==> src/ntc_tf_pkg.sv <==
// shared types and constants for the ntc adc to temperature glitch filter
// piecewise-linear table, status codes and register indexes; no dependencies
package ntc_tf_pkg;

  localparam int ADC_W      = 12;
  localparam int TEMP_W     = 11;
  localparam int GCNT_W     = 4;
  localparam int CFG_IDX_W  = 3;
  localparam int CFG_DATA_W = 12;

  localparam int WIN_LOG2   = 2;
  localparam int WINDOW_LEN = 1 << WIN_LOG2;
  localparam int SUM_W      = TEMP_W + WIN_LOG2;

  localparam int NUM_SEG    = 5;
  localparam int SEG_IDX_W  = 3;
  localparam int SLOPE_W    = 8;
  localparam int PROD_W     = ADC_W + SLOPE_W;
  localparam int T_W        = ADC_W + 1;

  localparam logic [ADC_W-1:0] SEG_ADC [NUM_SEG] = '{
    12'd1101, 12'd2570, 12'd2877, 12'd3243, 12'd3502
  };
  localparam logic [ADC_W-1:0] SEG_TEMP [NUM_SEG] = '{
    12'd0, 12'd328, 12'd408, 12'd528, 12'd648
  };
  localparam logic [SLOPE_W-1:0] SEG_SLOPE [NUM_SEG] = '{
    8'd57, 8'd67, 8'd88, 8'd119, 8'd168
  };

  typedef logic [1:0] status_t;
  localparam status_t ADC_OK    = 2'd0;
  localparam status_t ADC_LOW   = 2'd1;
  localparam status_t ADC_HIGH  = 2'd2;
  localparam status_t TEMP_OK   = 2'd0;
  localparam status_t TEMP_LOW  = 2'd1;
  localparam status_t TEMP_HIGH = 2'd2;

  typedef enum logic [CFG_IDX_W-1:0] {
    REG_ADC_MIN         = 3'd0,
    REG_ADC_MAX         = 3'd1,
    REG_ADC_DEFAULT     = 3'd2,
    REG_TEMP_LOW_CLAMP  = 3'd3,
    REG_TEMP_HIGH_CLAMP = 3'd4,
    REG_JUMP_ZONE       = 3'd5,
    REG_GLITCH_LIMIT    = 3'd6
  } reg_idx_t;

  localparam logic [ADC_W-1:0]  RST_ADC_MIN         = 12'd0;
  localparam logic [ADC_W-1:0]  RST_ADC_MAX         = 12'd4095;
  localparam logic [ADC_W-1:0]  RST_ADC_DEFAULT     = 12'd2000;
  localparam logic [TEMP_W-1:0] RST_TEMP_LOW_CLAMP  = 11'd0;
  localparam logic [TEMP_W-1:0] RST_TEMP_HIGH_CLAMP = 11'd800;
  localparam logic [TEMP_W-1:0] RST_JUMP_ZONE       = 11'd40;
  localparam logic [GCNT_W-1:0] RST_GLITCH_LIMIT    = 4'd3;

endpackage

==> src/ntc_adc_to_temp_glitch_filter.sv <==
// top level of the ntc adc to temperature glitch filter
// input register, combinational convert and filter logic, result register
// depends on ntc_tf_pkg
//
// usage: one 12-bit thermistor sample per transfer on in_valid/in_stall with
// adc_sample; one result per sample on out_valid/out_stall with filtered_temp,
// adc_used, adc_status and temp_status. the user must write limits and clamps
// through cfg_valid/cfg_ready/cfg_index/cfg_data only while no sample is in flight;
// the block does not enforce this. cfg_ready is always high and an index beyond
// the register list is ignored. the sample lands in the input register, and range
// check, table lookup, glitch test and the four-entry average run combinationally
// into the result register together with the filter state, where out_valid marks
// the result. throughput is one sample per cycle while the receiver does not stall,
// set by the feedback of the running average through that single logic stage.
// when the receiver stalls, the result register holds and the input register
// keeps accepting until it is occupied; then in_stall rises.
// synchronous reset restores register defaults and empties both stages; the
// averaging window is loaded by the first sample after reset.
module ntc_adc_to_temp_glitch_filter
  import ntc_tf_pkg::*;
(
  input  logic                  clk,
  input  logic                  rst,
  input  logic                  in_valid,
  output logic                  in_stall,
  input  logic [ADC_W-1:0]      adc_sample,
  output logic                  out_valid,
  input  logic                  out_stall,
  output logic [TEMP_W-1:0]     filtered_temp,
  output logic [ADC_W-1:0]      adc_used,
  output logic [1:0]            adc_status,
  output logic [1:0]            temp_status,
  input  logic                  cfg_valid,
  output logic                  cfg_ready,
  input  logic [CFG_IDX_W-1:0]  cfg_index,
  input  logic [CFG_DATA_W-1:0] cfg_data
);

  // configuration
  logic [ADC_W-1:0]  adc_min, adc_max, adc_default;
  logic [TEMP_W-1:0] temp_low_clamp, temp_high_clamp, jump_zone;
  logic [GCNT_W-1:0] glitch_limit;

  // filter state
  logic [ADC_W-1:0]    last_good_adc;
  logic                seen_good;
  logic                started;
  logic [TEMP_W-1:0]   window [WINDOW_LEN];
  logic [TEMP_W-1:0]   last_average;
  logic [GCNT_W-1:0]   glitch_count;
  logic [WIN_LOG2-1:0] write_slot;

  // input register
  logic             in_q_valid;
  logic [ADC_W-1:0] sample_q;

  logic advance;

  assign cfg_ready = 1'b1;
  assign advance   = in_q_valid && (!out_valid || !out_stall);
  assign in_stall  = in_q_valid && out_valid && out_stall;

  always_ff @(posedge clk) begin
    if (rst) begin
      adc_min         <= RST_ADC_MIN;
      adc_max         <= RST_ADC_MAX;
      adc_default     <= RST_ADC_DEFAULT;
      temp_low_clamp  <= RST_TEMP_LOW_CLAMP;
      temp_high_clamp <= RST_TEMP_HIGH_CLAMP;
      jump_zone       <= RST_JUMP_ZONE;
      glitch_limit    <= RST_GLITCH_LIMIT;
    end else if (cfg_valid && cfg_ready) begin
      unique case (cfg_index)
        REG_ADC_MIN:         adc_min         <= cfg_data[ADC_W-1:0];
        REG_ADC_MAX:         adc_max         <= cfg_data[ADC_W-1:0];
        REG_ADC_DEFAULT:     adc_default     <= cfg_data[ADC_W-1:0];
        REG_TEMP_LOW_CLAMP:  temp_low_clamp  <= cfg_data[TEMP_W-1:0];
        REG_TEMP_HIGH_CLAMP: temp_high_clamp <= cfg_data[TEMP_W-1:0];
        REG_JUMP_ZONE:       jump_zone       <= cfg_data[TEMP_W-1:0];
        REG_GLITCH_LIMIT:    glitch_limit    <= cfg_data[GCNT_W-1:0];
        default: ;
      endcase
    end
  end

  // range check
  logic [ADC_W-1:0] used;
  status_t          astat;
  always_comb begin
    if (sample_q < adc_min) begin
      astat = ADC_LOW;
      used  = seen_good ? last_good_adc : adc_default;
    end else if (sample_q > adc_max) begin
      astat = ADC_HIGH;
      used  = seen_good ? last_good_adc : adc_default;
    end else begin
      astat = ADC_OK;
      used  = sample_q;
    end
  end

  // piecewise-linear conversion
  logic [SEG_IDX_W-1:0] seg;
  logic [ADC_W-1:0]     seg_off;
  logic [PROD_W-1:0]    prod;
  logic [T_W-1:0]       t_raw;
  logic [TEMP_W-1:0]    temp;
  status_t              tstat;
  always_comb begin
    seg = '0;
    for (int i = 1; i < NUM_SEG; i++) begin
      if (used >= SEG_ADC[i]) seg = SEG_IDX_W'(i);
    end
    seg_off = used - SEG_ADC[seg];
    prod    = {{SLOPE_W{1'b0}}, seg_off} * {{ADC_W{1'b0}}, SEG_SLOPE[seg]};
    t_raw   = {1'b0, SEG_TEMP[seg]} + {1'b0, prod[PROD_W-1:SLOPE_W]};
    if (used < SEG_ADC[0]) begin
      tstat = TEMP_LOW;
      temp  = temp_low_clamp;
    end else if (t_raw > {{(T_W-TEMP_W){1'b0}}, temp_high_clamp}) begin
      tstat = TEMP_HIGH;
      temp  = temp_high_clamp;
    end else begin
      tstat = TEMP_OK;
      temp  = t_raw[TEMP_W-1:0];
    end
  end

  // glitch test and window average
  logic [TEMP_W-1:0]   avg_ref, diff, wr;
  logic [GCNT_W-1:0]   glitch_count_next;
  logic [TEMP_W-1:0]   win_next [WINDOW_LEN];
  logic [SUM_W-1:0]    sum;
  logic [TEMP_W-1:0]   average_next;
  logic [WIN_LOG2-1:0] write_slot_next;
  always_comb begin
    avg_ref = started ? last_average : temp;
    diff    = (temp > avg_ref) ? (temp - avg_ref) : (avg_ref - temp);
    glitch_count_next = glitch_count;
    if (diff > jump_zone) begin
      if (glitch_count < glitch_limit) begin
        glitch_count_next = glitch_count + GCNT_W'(1);
        wr = avg_ref;
      end else begin
        wr = temp;
      end
    end else begin
      glitch_count_next = '0;
      wr = temp;
    end
    sum = '0;
    for (int i = 0; i < WINDOW_LEN; i++) begin
      if (!started) win_next[i] = temp;
      else if (write_slot == WIN_LOG2'(i)) win_next[i] = wr;
      else win_next[i] = window[i];
      sum = sum + {{WIN_LOG2{1'b0}}, win_next[i]};
    end
    average_next    = sum[SUM_W-1:WIN_LOG2];
    write_slot_next = write_slot + WIN_LOG2'(1);
  end

  always_ff @(posedge clk) begin
    if (rst) begin
      in_q_valid    <= 1'b0;
      out_valid     <= 1'b0;
      last_good_adc <= RST_ADC_DEFAULT;
      seen_good     <= 1'b0;
      started       <= 1'b0;
      last_average  <= '0;
      glitch_count  <= '0;
      write_slot    <= '0;
    end else begin
      if (!in_stall) in_q_valid <= in_valid;
      if (!out_valid || !out_stall) out_valid <= in_q_valid;
      if (advance) begin
        if (astat == ADC_OK) begin
          last_good_adc <= sample_q;
          seen_good     <= 1'b1;
        end
        started      <= 1'b1;
        last_average <= average_next;
        glitch_count <= glitch_count_next;
        write_slot   <= write_slot_next;
      end
    end
  end

  always_ff @(posedge clk) begin
    if (in_valid && !in_stall) sample_q <= adc_sample;
    if (advance) begin
      for (int i = 0; i < WINDOW_LEN; i++) window[i] <= win_next[i];
      filtered_temp <= average_next;
      adc_used      <= used;
      adc_status    <= astat;
      temp_status   <= tstat;
    end
  end

endmodule

==> config.mk <==
export PLATFORM = sky130hd
export DESIGN_NAME = ntc_adc_to_temp_glitch_filter
export DESIGN_NICKNAME = d
export VERILOG_FILES = /design/src/ntc_tf_pkg.sv /design/src/ntc_adc_to_temp_glitch_filter.sv
export SDC_FILE = /design/constraint.sdc
export NUM_CORES = 1
export LEC_CHECK = 0
export BUFFER_PORTS_ARGS = -buffer_cell sky130_fd_sc_hd__clkbuf_2
export CAP_MARGIN = 20
export CORE_AREA = 10 10 188 172
export DETAILED_ROUTE_END_ITERATION = 10
export DIE_AREA = 0 0 198 182
export GPL_ROUTABILITY_DRIVEN = 1
export PLACE_DENSITY_LB_ADDON = 0.12
export SKIP_CTS_REPAIR_TIMING = 1
export SYNTH_ARGS = -nofsm -noshare
export SYNTH_HDL_FRONTEND = slang
export SYNTH_SLANG_ARGS = --single-unit
==> constraint.sdc <==
create_clock -name clk -period 20.7 [get_ports clk]
set_input_delay 1.035 -clock clk [delete_from_list [all_inputs] [get_ports clk]]
set_output_delay 1.035 -clock clk [all_outputs]
set_load 0.05 [all_outputs]
==> After elaboration in Yosys (flattened, before gate mapping) <==
Memory sizes are Yosys's and may differ from the RTL's.
Cells that the tools add are included.
{ "totals": {"register_bits": 145, "out_inout_bits": 30, "mem_bits_ro": 256, "n_memories": 4, "mem_bits_rw": 44, "input_bits": 32} }
{ "classes": {"magnitude_cmp": 12, "eq_ne": 10, "n_reduce_logical": 20, "bitwise": 1, "n_mux": 34, "n_mul": 1, "n_addsub": 9} }
{ "mem_list": {"columns": ["name", "depth", "word_bits", "rd", "rd_ports_with_merged_regs", "write_ports", "line_no", "source"], "rows": [
  ["(name not given)", 8, 12, 1, 0, 0, "ntc_adc_to_temp_glitch_filter.sv:116", "t_raw = {1'b0, SEG_TEMP[seg]} + {1'b0, prod[PROD_W-1:SLOPE_W]};"],
  ["(name not given)", 8, 12, 1, 0, 0, "ntc_adc_to_temp_glitch_filter.sv:114", "seg_off = used - SEG_ADC[seg];"],
  ["(name not given)", 8, 8, 1, 0, 0, "ntc_adc_to_temp_glitch_filter.sv:115", "prod = {{SLOPE_W{1'b0}}, seg_off} * {{ADC_W{1'b0}}, SEG_SLOPE[seg]};"],
  ["window", 4, 11, 4, 0, 4, "ntc_adc_to_temp_glitch_filter.sv:48", "logic [TEMP_W-1:0] window [WINDOW_LEN];"]
]} }
{ "ops": {"columns": ["op", "n"], "rows": [
  ["11-bit two-way mux", 14],
  ["12-bit two-way mux", 7],
  ["12-bit >= comparator, second input constant", 4],
  ["11-bit greater-than comparator", 2],
  ["11-bit subtractor", 2],
  ["12-bit by 8-bit multiplier with 20-bit output", 1],
  ["2-bit AND reduction", 9],
  ["8-bit two-way mux", 2],
  ["12-bit by 11-bit adder with 13-bit output", 1],
  ["12-bit by 12-bit adder with 13-bit output", 1],
  ["13-bit by 11-bit adder with 13-bit output", 1],
  ["13-bit by 11-bit greater-than comparator with 1-bit output", 1],
  ["11-bit by 11-bit adder with 12-bit output", 1],
  ["12-bit greater-than comparator", 1],
  ["12-bit by 11-bit less-than comparator with 1-bit output, second input constant", 1],
  ["12-bit less-than comparator", 1],
  ["12-bit subtractor", 1],
  ["3-bit equality test, second input constant", 3],
  ["3-bit two-way mux", 3],
  ["4-bit two-way mux", 2],
  ["3-bit by 2-bit equality test with 1-bit output, second input constant", 2],
  ["2-bit two-way mux", 3],
  ["4-bit by 1-bit adder with 4-bit output, second input constant", 1],
  ["2-bit equality test, second input constant", 2],
  ["13 further kinds", 21]
]} }

==> Depth between registers and ports, before layout <==
Gate-level depths: netlist (run 1).
{ "logic_depth": {"word_depth": 28, "ltp_mapped": 109, "ltp_nobuf": 101} }

==> Least setup slack after synthesis (run 1) <==
OpenSTA, ideal clock, no wires.
{ "synth_path": {"kind": "reg-to-reg", "startpoint": "reg sample_q[1]", "endpoint": "reg last_average[9]", "path_buffers": 8, "slack_ns": 1.135, "t_arrival_ns": 19.493, "t_required_ns": 20.628, "setup_time_ns": 0.072, "path_stages_with_launch": 105, "path_cell_list": "edfxtp_1 ha_1 nor2b_1 o211ai_1 a211o_1 a31oi_1 a21o_1 buf_4 buf_2 or2_2 o21a_1 clkbuf_1 nand2b_1 ha_1 nand2b_1 clkbuf_1 inv_1 ha_1 (+69 left out) fa_1 inv_1 fa_1 nor2_1 nand2_1 a21oi_2 fa_1 a21o_1 a21oi_1 o21bai_1 a21oi_1 o21bai_1 a21oi_1 o21bai_1 a21oi_1 xnor2_1 nand2_1 a21oi_1"} }
{ "synth_lines": {"columns": ["item", "line_no", "source"], "rows": [
  ["from (decl)", "ntc_adc_to_temp_glitch_filter.sv:55", "logic [ADC_W-1:0] sample_q;"],
  ["from (signal assigned)", "ntc_adc_to_temp_glitch_filter.sv:189", "if (in_valid && !in_stall) sample_q <= adc_sample;"],
  ["to (signal assigned)", "ntc_adc_to_temp_glitch_filter.sv:181", "last_average <= average_next;"],
  ["to (decl)", "ntc_adc_to_temp_glitch_filter.sv:49", "logic [TEMP_W-1:0] last_average;"]
]} }

==> results.tsv, run 1 <==
stage	metric	value	unit
logic_synthesis	ys.flop_type	dfxtp_1	
die	die_area	36040	um^2
sta	worst_pin_slew	1029	ps
sta	fin_crit	19630	ps
die	boundaryPins	62	
route	vias_per_cell	5.785	
logic_synthesis	syn_nets	2021	
route	wl_per_cell	18.93	um
sta	finalHoldViolCount	0	
die	initial_core_util	53.89	%
cts	tritoncts	built	
placement	placed_cell_area	16230	um^2
placement	dpl.cell_count	2174	
sta	worst_slack	1073	ps
worst_setup_path	crit_slowest_cell	fa_1	
die	die_w	198	um
logic_synthesis	synth_edf_count	83	
finish	fin_area	17160	um^2
sta	finalMaxSlewViolations	0	
logic_synthesis	synth_warnings	0	
cts	cts-root-buf	clkbuf_16	
die	die_h	182	um
cts	clk_pin_slew	90	ps
route	dr.first_iter.drc_count	1173	
sta	fin_crit_sh	94.82	%
logic_synthesis	yosysSeqAreaShare	30.05	%
placement	hpwl	31570	um
route	drc	0	
finish	nets	2097	
logic_synthesis	syn_inst	1765	
global_routing	grt_antenna_before_repair	0	
worst_setup_path	crit_arrival	20000	ps
finish	post-route-util	60.23	%
logic_synthesis	syn_area_per_cell	8.700	um^2
finish	drive_gt1_share	13.05	%
route	vias	12840	
run_status	status	finished, final reports clean	
sta	max_slew_margin	30.70	%
global_routing	grt_pass1_vias	12590	
global_routing	grt_max_degree	61	
finish	syn_to_final_growth	11.77	%
finish	fin_cells	2220	
sta	achievable-frequency	50.95	MHz
global_routing	overflow	0	
logic_synthesis	yosys_register_bits	189	
worst_setup_path	slowest_delay	540	ps
route	ant_nets	0	
cts	numClockSinks	189	
worst_setup_path	path_class	reg2reg	
global_routing	grt_pass1_wl	68080	um
finish	fillers	2524	
cts	clk_path_buf_depth	2	
global_routing	grt_use_total	23.44	%
placement	io_buffers	60	
placement	dp_slack	-115.3	ps
finish	diodes	0	
worst_setup_path	critPathRequiredTime	21070	ps
hold_path	hp-class	reg2reg	
logic_synthesis	syn_area	15360	um^2
worst_setup_path	cp_common_cell	inv_1	
flow_run	cap_violations	0	
die	design.core.area	28490	um^2
worst_setup_path	worst_setup_path_end_kind	register	
logic_synthesis	async_flop_share	0	%
cts	cts_max_level	4	
cts	cts_buffers	17	
sta	setup_viol	0	
worst_setup_path	worstSetupStartpointType	register	
worst_setup_path	worstPathMaxFanout	11	
placement	gp_congestion	0.9356	
die	row_count	59	
route	routed_wirelength	42030	um
route	drt_pre_antenna_iters	5	
sta	worst_clock_skew	18.62	ps
cts	clk_latency	450	ps
logic_synthesis	synthDistinctLibCells	85	
area by class of cell:
class	count	area, um^2	area share [%]
Clock buffer	17	425.4	2.479
Clock inverter	15	235.2	1.371
Inverter	220	827.0	4.819
Multi-Input combinational cell	1285	9781	56.99
Sequential cell	189	4616	26.89
Tap cell	366	457.9	2.668
Timing Repair Buffer	128	820.8	4.782
layer usage:
layer  vias to the layer above  global-route usage, %  wire, um
li1                       6198                      -         -
met1                      6173                  34.62     19950
met2                       443                  35.31     18540
met3                        29                  3.863      3145
met4                         0                  4.425       396
met5                         -                      0         0
path summary, 6_finish.rpt:
check                    end  slack, ps  cells past startpoint         start
max          last_average[9]       1070                     98   sample_q[1]
max reg2reg  last_average[9]       1070                     98   sample_q[1]
min             jump_zone[9]        460                      2  jump_zone[9]
min reg2reg     jump_zone[9]        460                      2  jump_zone[9]
layout by cell type, fill, tap and decap left out, types with 19 or more instances in the layout:
master	n
nand2_1	229
inv_1	217
nor2_1	147
ha_1	138
a21oi_1	121
dfxtp_1	105
fa_1	84
edfxtp_1	83
buf_4	67
clkbuf_2	59
o22ai_1	46
o21ai_0	38
xnor2_1	38
a21o_1	37
a22oi_1	29
a211o_1	22
nor3_1	21
o21a_1	21
mux2i_1	20
nand2b_1	19
nand3_1	19
or2_2	19
through the flow:
stage          TNS [ps]  hold slack, ps
3_3_place_gp          0           444.5
4_1_cts          -593.1           461.4
2_1_floorplan         0           433.8
6_report              0           462.2
5_1_grt          -117.4           484.4
3_5_place_dp     -142.6           450.6
cell families after synthesis:
| kind of cell | synth area share (%) |
|---|---|
| simple gates | 15.77 |
| compound gates | 18.31 |
| buf+inv | 7.317 |
| fa+ha+maj | 22.47 |
| flops | 30.05 |
| xor+xnor | 2.958 |
| mux | 3.096 |
| other cells | 0.02442 |
synthesized netlist by cell type, types with 21 or more instances:
cell type | n | area (um^2)
nor3_1 | 21 | 105.1
clkbuf_1 | 58 | 217.7
a21oi_1 | 130 | 650.6
inv_1 | 217 | 814.5
o21ai_0 | 46 | 230.2
a22oi_1 | 29 | 217.7
nand2_1 | 232 | 870.8
ha_1 | 139 | 1739
fa_1 | 85 | 1702
nor2_1 | 148 | 555.5
xnor2_1 | 39 | 341.6
dfxtp_1 | 106 | 2122
edfxtp_1 | 83 | 2492
o21a_1 | 21 | 157.7
a21o_1 | 38 | 285.3
a211o_1 | 23 | 201.4
o22ai_1 | 46 | 287.8
worst max-delay path, delay by kind of cell (launching register included):
kind | cells | cell delay (ps)
AOI/OAI and AO/OA | 41 | 6860
adders and majority gates | 16 | 6090
and+or+nand+nor | 22 | 3320
buffers and inverters | 11 | 1190
muxes | 3 | 920
xor gates and xnor gates | 5 | 680
DFF | 1 | 470
registers in the layout, summed over array words and instances (netlist names), 12 cells and up:
signal         flops
window            44
adc_used          12
sample_q          12
adc_min           12
adc_default       12
adc_max           12
last_good_adc     12
Power of run 1 is not shown: default switching activity piles up to over one toggle a cycle in this logic, so the estimate is an artifact.
==> run 2: changes to the inputs <==
--- a/config.mk
+++ b/config.mk
@@ -5,11 +5,12 @@
 export SDC_FILE = /design/constraint.sdc
 export NUM_CORES = 1
 export LEC_CHECK = 0
+export ABC_CLOCK_PERIOD_IN_PS = 20700
 export BUFFER_PORTS_ARGS = -buffer_cell sky130_fd_sc_hd__clkbuf_2
 export CAP_MARGIN = 20
-export CORE_AREA = 10 10 188 172
+export CORE_AREA = 2 2 180 164
 export DETAILED_ROUTE_END_ITERATION = 10
-export DIE_AREA = 0 0 198 182
+export DIE_AREA = 0 0 182 166
 export GPL_ROUTABILITY_DRIVEN = 1
 export PLACE_DENSITY_LB_ADDON = 0.12
 export SKIP_CTS_REPAIR_TIMING = 1
==> results.tsv, run 2 (synthesis gave the netlist of run 1 again) <==
stage	metric	value	unit	change
run_status	status	finished, final reports clean		
die	die_w	182	um	-8.1%
worst_setup_path	r2r-start	sample_q[1]		
die	design.core.area	28490	um^2	unchanged
cts	numClockSinks	189		unchanged
placement	dpl.cell_count	2170		-0.18%
global_routing	overflow	0		unchanged
finish	diodes	0		unchanged
worst_setup_path	worstPathMaxFanout	11		unchanged
cts	clk_pin_slew	80	ps	about the same
flow_run	cap_violations	0		unchanged
finish	syn_to_final_growth	10.80	%	
route	ant_nets	0		unchanged
finish	final_common_cell	nand2_1		
finish	final_cell_mix	nand2_1, inv_1, nor2_1		
worst_setup_path	slowest_delay	570	ps	+30 ps
sta	finalMaxSlewViolations	0		unchanged
sta	achievable-frequency	51.26	MHz	+0.61%
worst_setup_path	path_class	reg2reg		
worst_setup_path	crit_arrival	19890	ps	-110 ps
finish	fin_cells	2218		-0.090%
sta	max_slew_margin	33.19	%	+2.5 points
cts	clk_path_buf_depth	2		unchanged
cts	cts-root-buf	clkbuf_16		
finish	regMostFlops	window		
worst_setup_path	crit_slowest_cell	fa_1		
sta	fin_crit_sh	94.25	%	-0.57 points
global_routing	grt_use_total	27.67	%	+4.2 points
cts	clk_latency	450	ps	about the same
global_routing	grt_max_degree	68		+11%
route	wl_per_cell	18.68	um	-1.3%
hold_path	hp-class	reg2reg		
worst_setup_path	r2r_cells	98		unchanged
worst_setup_path	worst_setup_path_end_kind	register		
die	die_h	166	um	-8.8%
sta	setup_viol	0		unchanged
finish	fillers	2507		-0.67%
global_routing	grt_pass1_vias	12200		-3.1%
hold_path	hold_start	adc_min[7]		
sta	fin_crit	19510	ps	-118.3 ps
worst_setup_path	cp-startpoint	sample_q[1]		
worst_setup_path	critPathRequiredTime	21080	ps	about the same
worst_setup_path	cp_common_cell	a21oi_1		
worst_setup_path	r2r-end	last_average[9]		
finish	nets	2095		-0.095%
route	vias	12850		+0.055%
cts	cts_max_level	4		unchanged
worst_setup_path	worstSetupStartpointType	register		
sta	fin_setup_tns	0	ps	unchanged
placement	io_buffers	60		unchanged
finish	drive_gt1_share	12.47	%	-0.58 points
die	die_area	30210	um^2	-16%
route	drt_pre_antenna_iters	5		unchanged
sta	finalHoldViolCount	0		unchanged
route	dr.first_iter.drc_count	1157		-1.4%
finish	largest_register_ffs	44		unchanged
route	vias_per_cell	5.794		+0.14%
hold_path	min_delay_path_depth	2		unchanged
sta	worst_clock_skew	10.20	ps	-8.419 ps
cts	tritoncts	built		
global_routing	grt_pass1_wl	66060	um	-3.0%
placement	hpwl	30950	um	-2.0%
worst_setup_path	r2r_slack	1190	ps	+120 ps
placement	gp_congestion	0.9088		-2.9%
hold_path	worstHoldEndpoint	adc_min[7]		
global_routing	grt_antenna_before_repair	0		unchanged
die	row_count	59		unchanged
route	routed_wirelength	41440	um	-1.4%
die	initial_core_util	53.89	%	unchanged
die	boundaryPins	62		unchanged
cts	cts_buffers	17		unchanged
sta	worst_pin_slew	991.7	ps	-36.98 ps
route	drc	0		unchanged
## run 2: cell count changes in the layout (fill, tap and decap cells not counted), sizes merged
| cell | change |
|---|---|
| clkinv | -6 |
| buf | -3 |
| clkinvlp | +2 |
| bufinv | -1 |
| inv | +3 |
| clkbuf | +3 |
## run 2: per-stage QoR
step / setup WS (ps) / util, % / hold slack, ps / cell area [um^2]
after CTS: 254.3 / 58.86 / 458.9 / 16770
after detailed placement: 386.3 / 56.84 / 448.7 / 16200
after global routing: -45.81 / 59.71 / 479.4 / 17010
final: 1191 / 59.71 / 458.1 / 17010
after floorplan: 1135 / - / 433.8 / 15360
after global placement: 760.9 / 56.84 / 444.1 / 16200
## run 2: worst max-delay path by stage
stage | endpoint | cells past startpoint
finish | last_average[9] | 98
global route | last_average[9] | 98
CTS | last_average[9] | 91
detailed placement | last_average[9] | 91
global placement | last_average[9] | 93
floorplan | last_average[9] | 104
## run 2: layer usage
metal / GRT usage [%] / wire length (um)
met1: 42.32 / 19710
met2: 40.31 / 17780
met4: 6.487 / 551
met3: 5.307 / 3408
met5: 0 / 0
## run 2: area by class of cell
type	count	area, um^2	area share (%)
Clock buffer	19	454.2	2.670
Clock inverter	13	120.1	0.7060
Inverter	220	827.0	4.861
Multi-Input combinational cell	1285	9733	57.21
Sequential cell	189	4616	27.13
Tap cell	366	457.9	2.692
Timing Repair Buffer	126	805.8	4.736
## run 2: worst max-delay path: cells and delay by family (launching register included)
family	cells	cell delay, ps
and+or+nand+nor	16	2260
buffers and inverters	11	1070
adders and majority gates	17	6530
AOI/OAI and AO/OA	46	7340
xor gates and xnor gates	5	910
DFF	1	470
muxes	3	840
Power of run 2 is left out for the same reason.
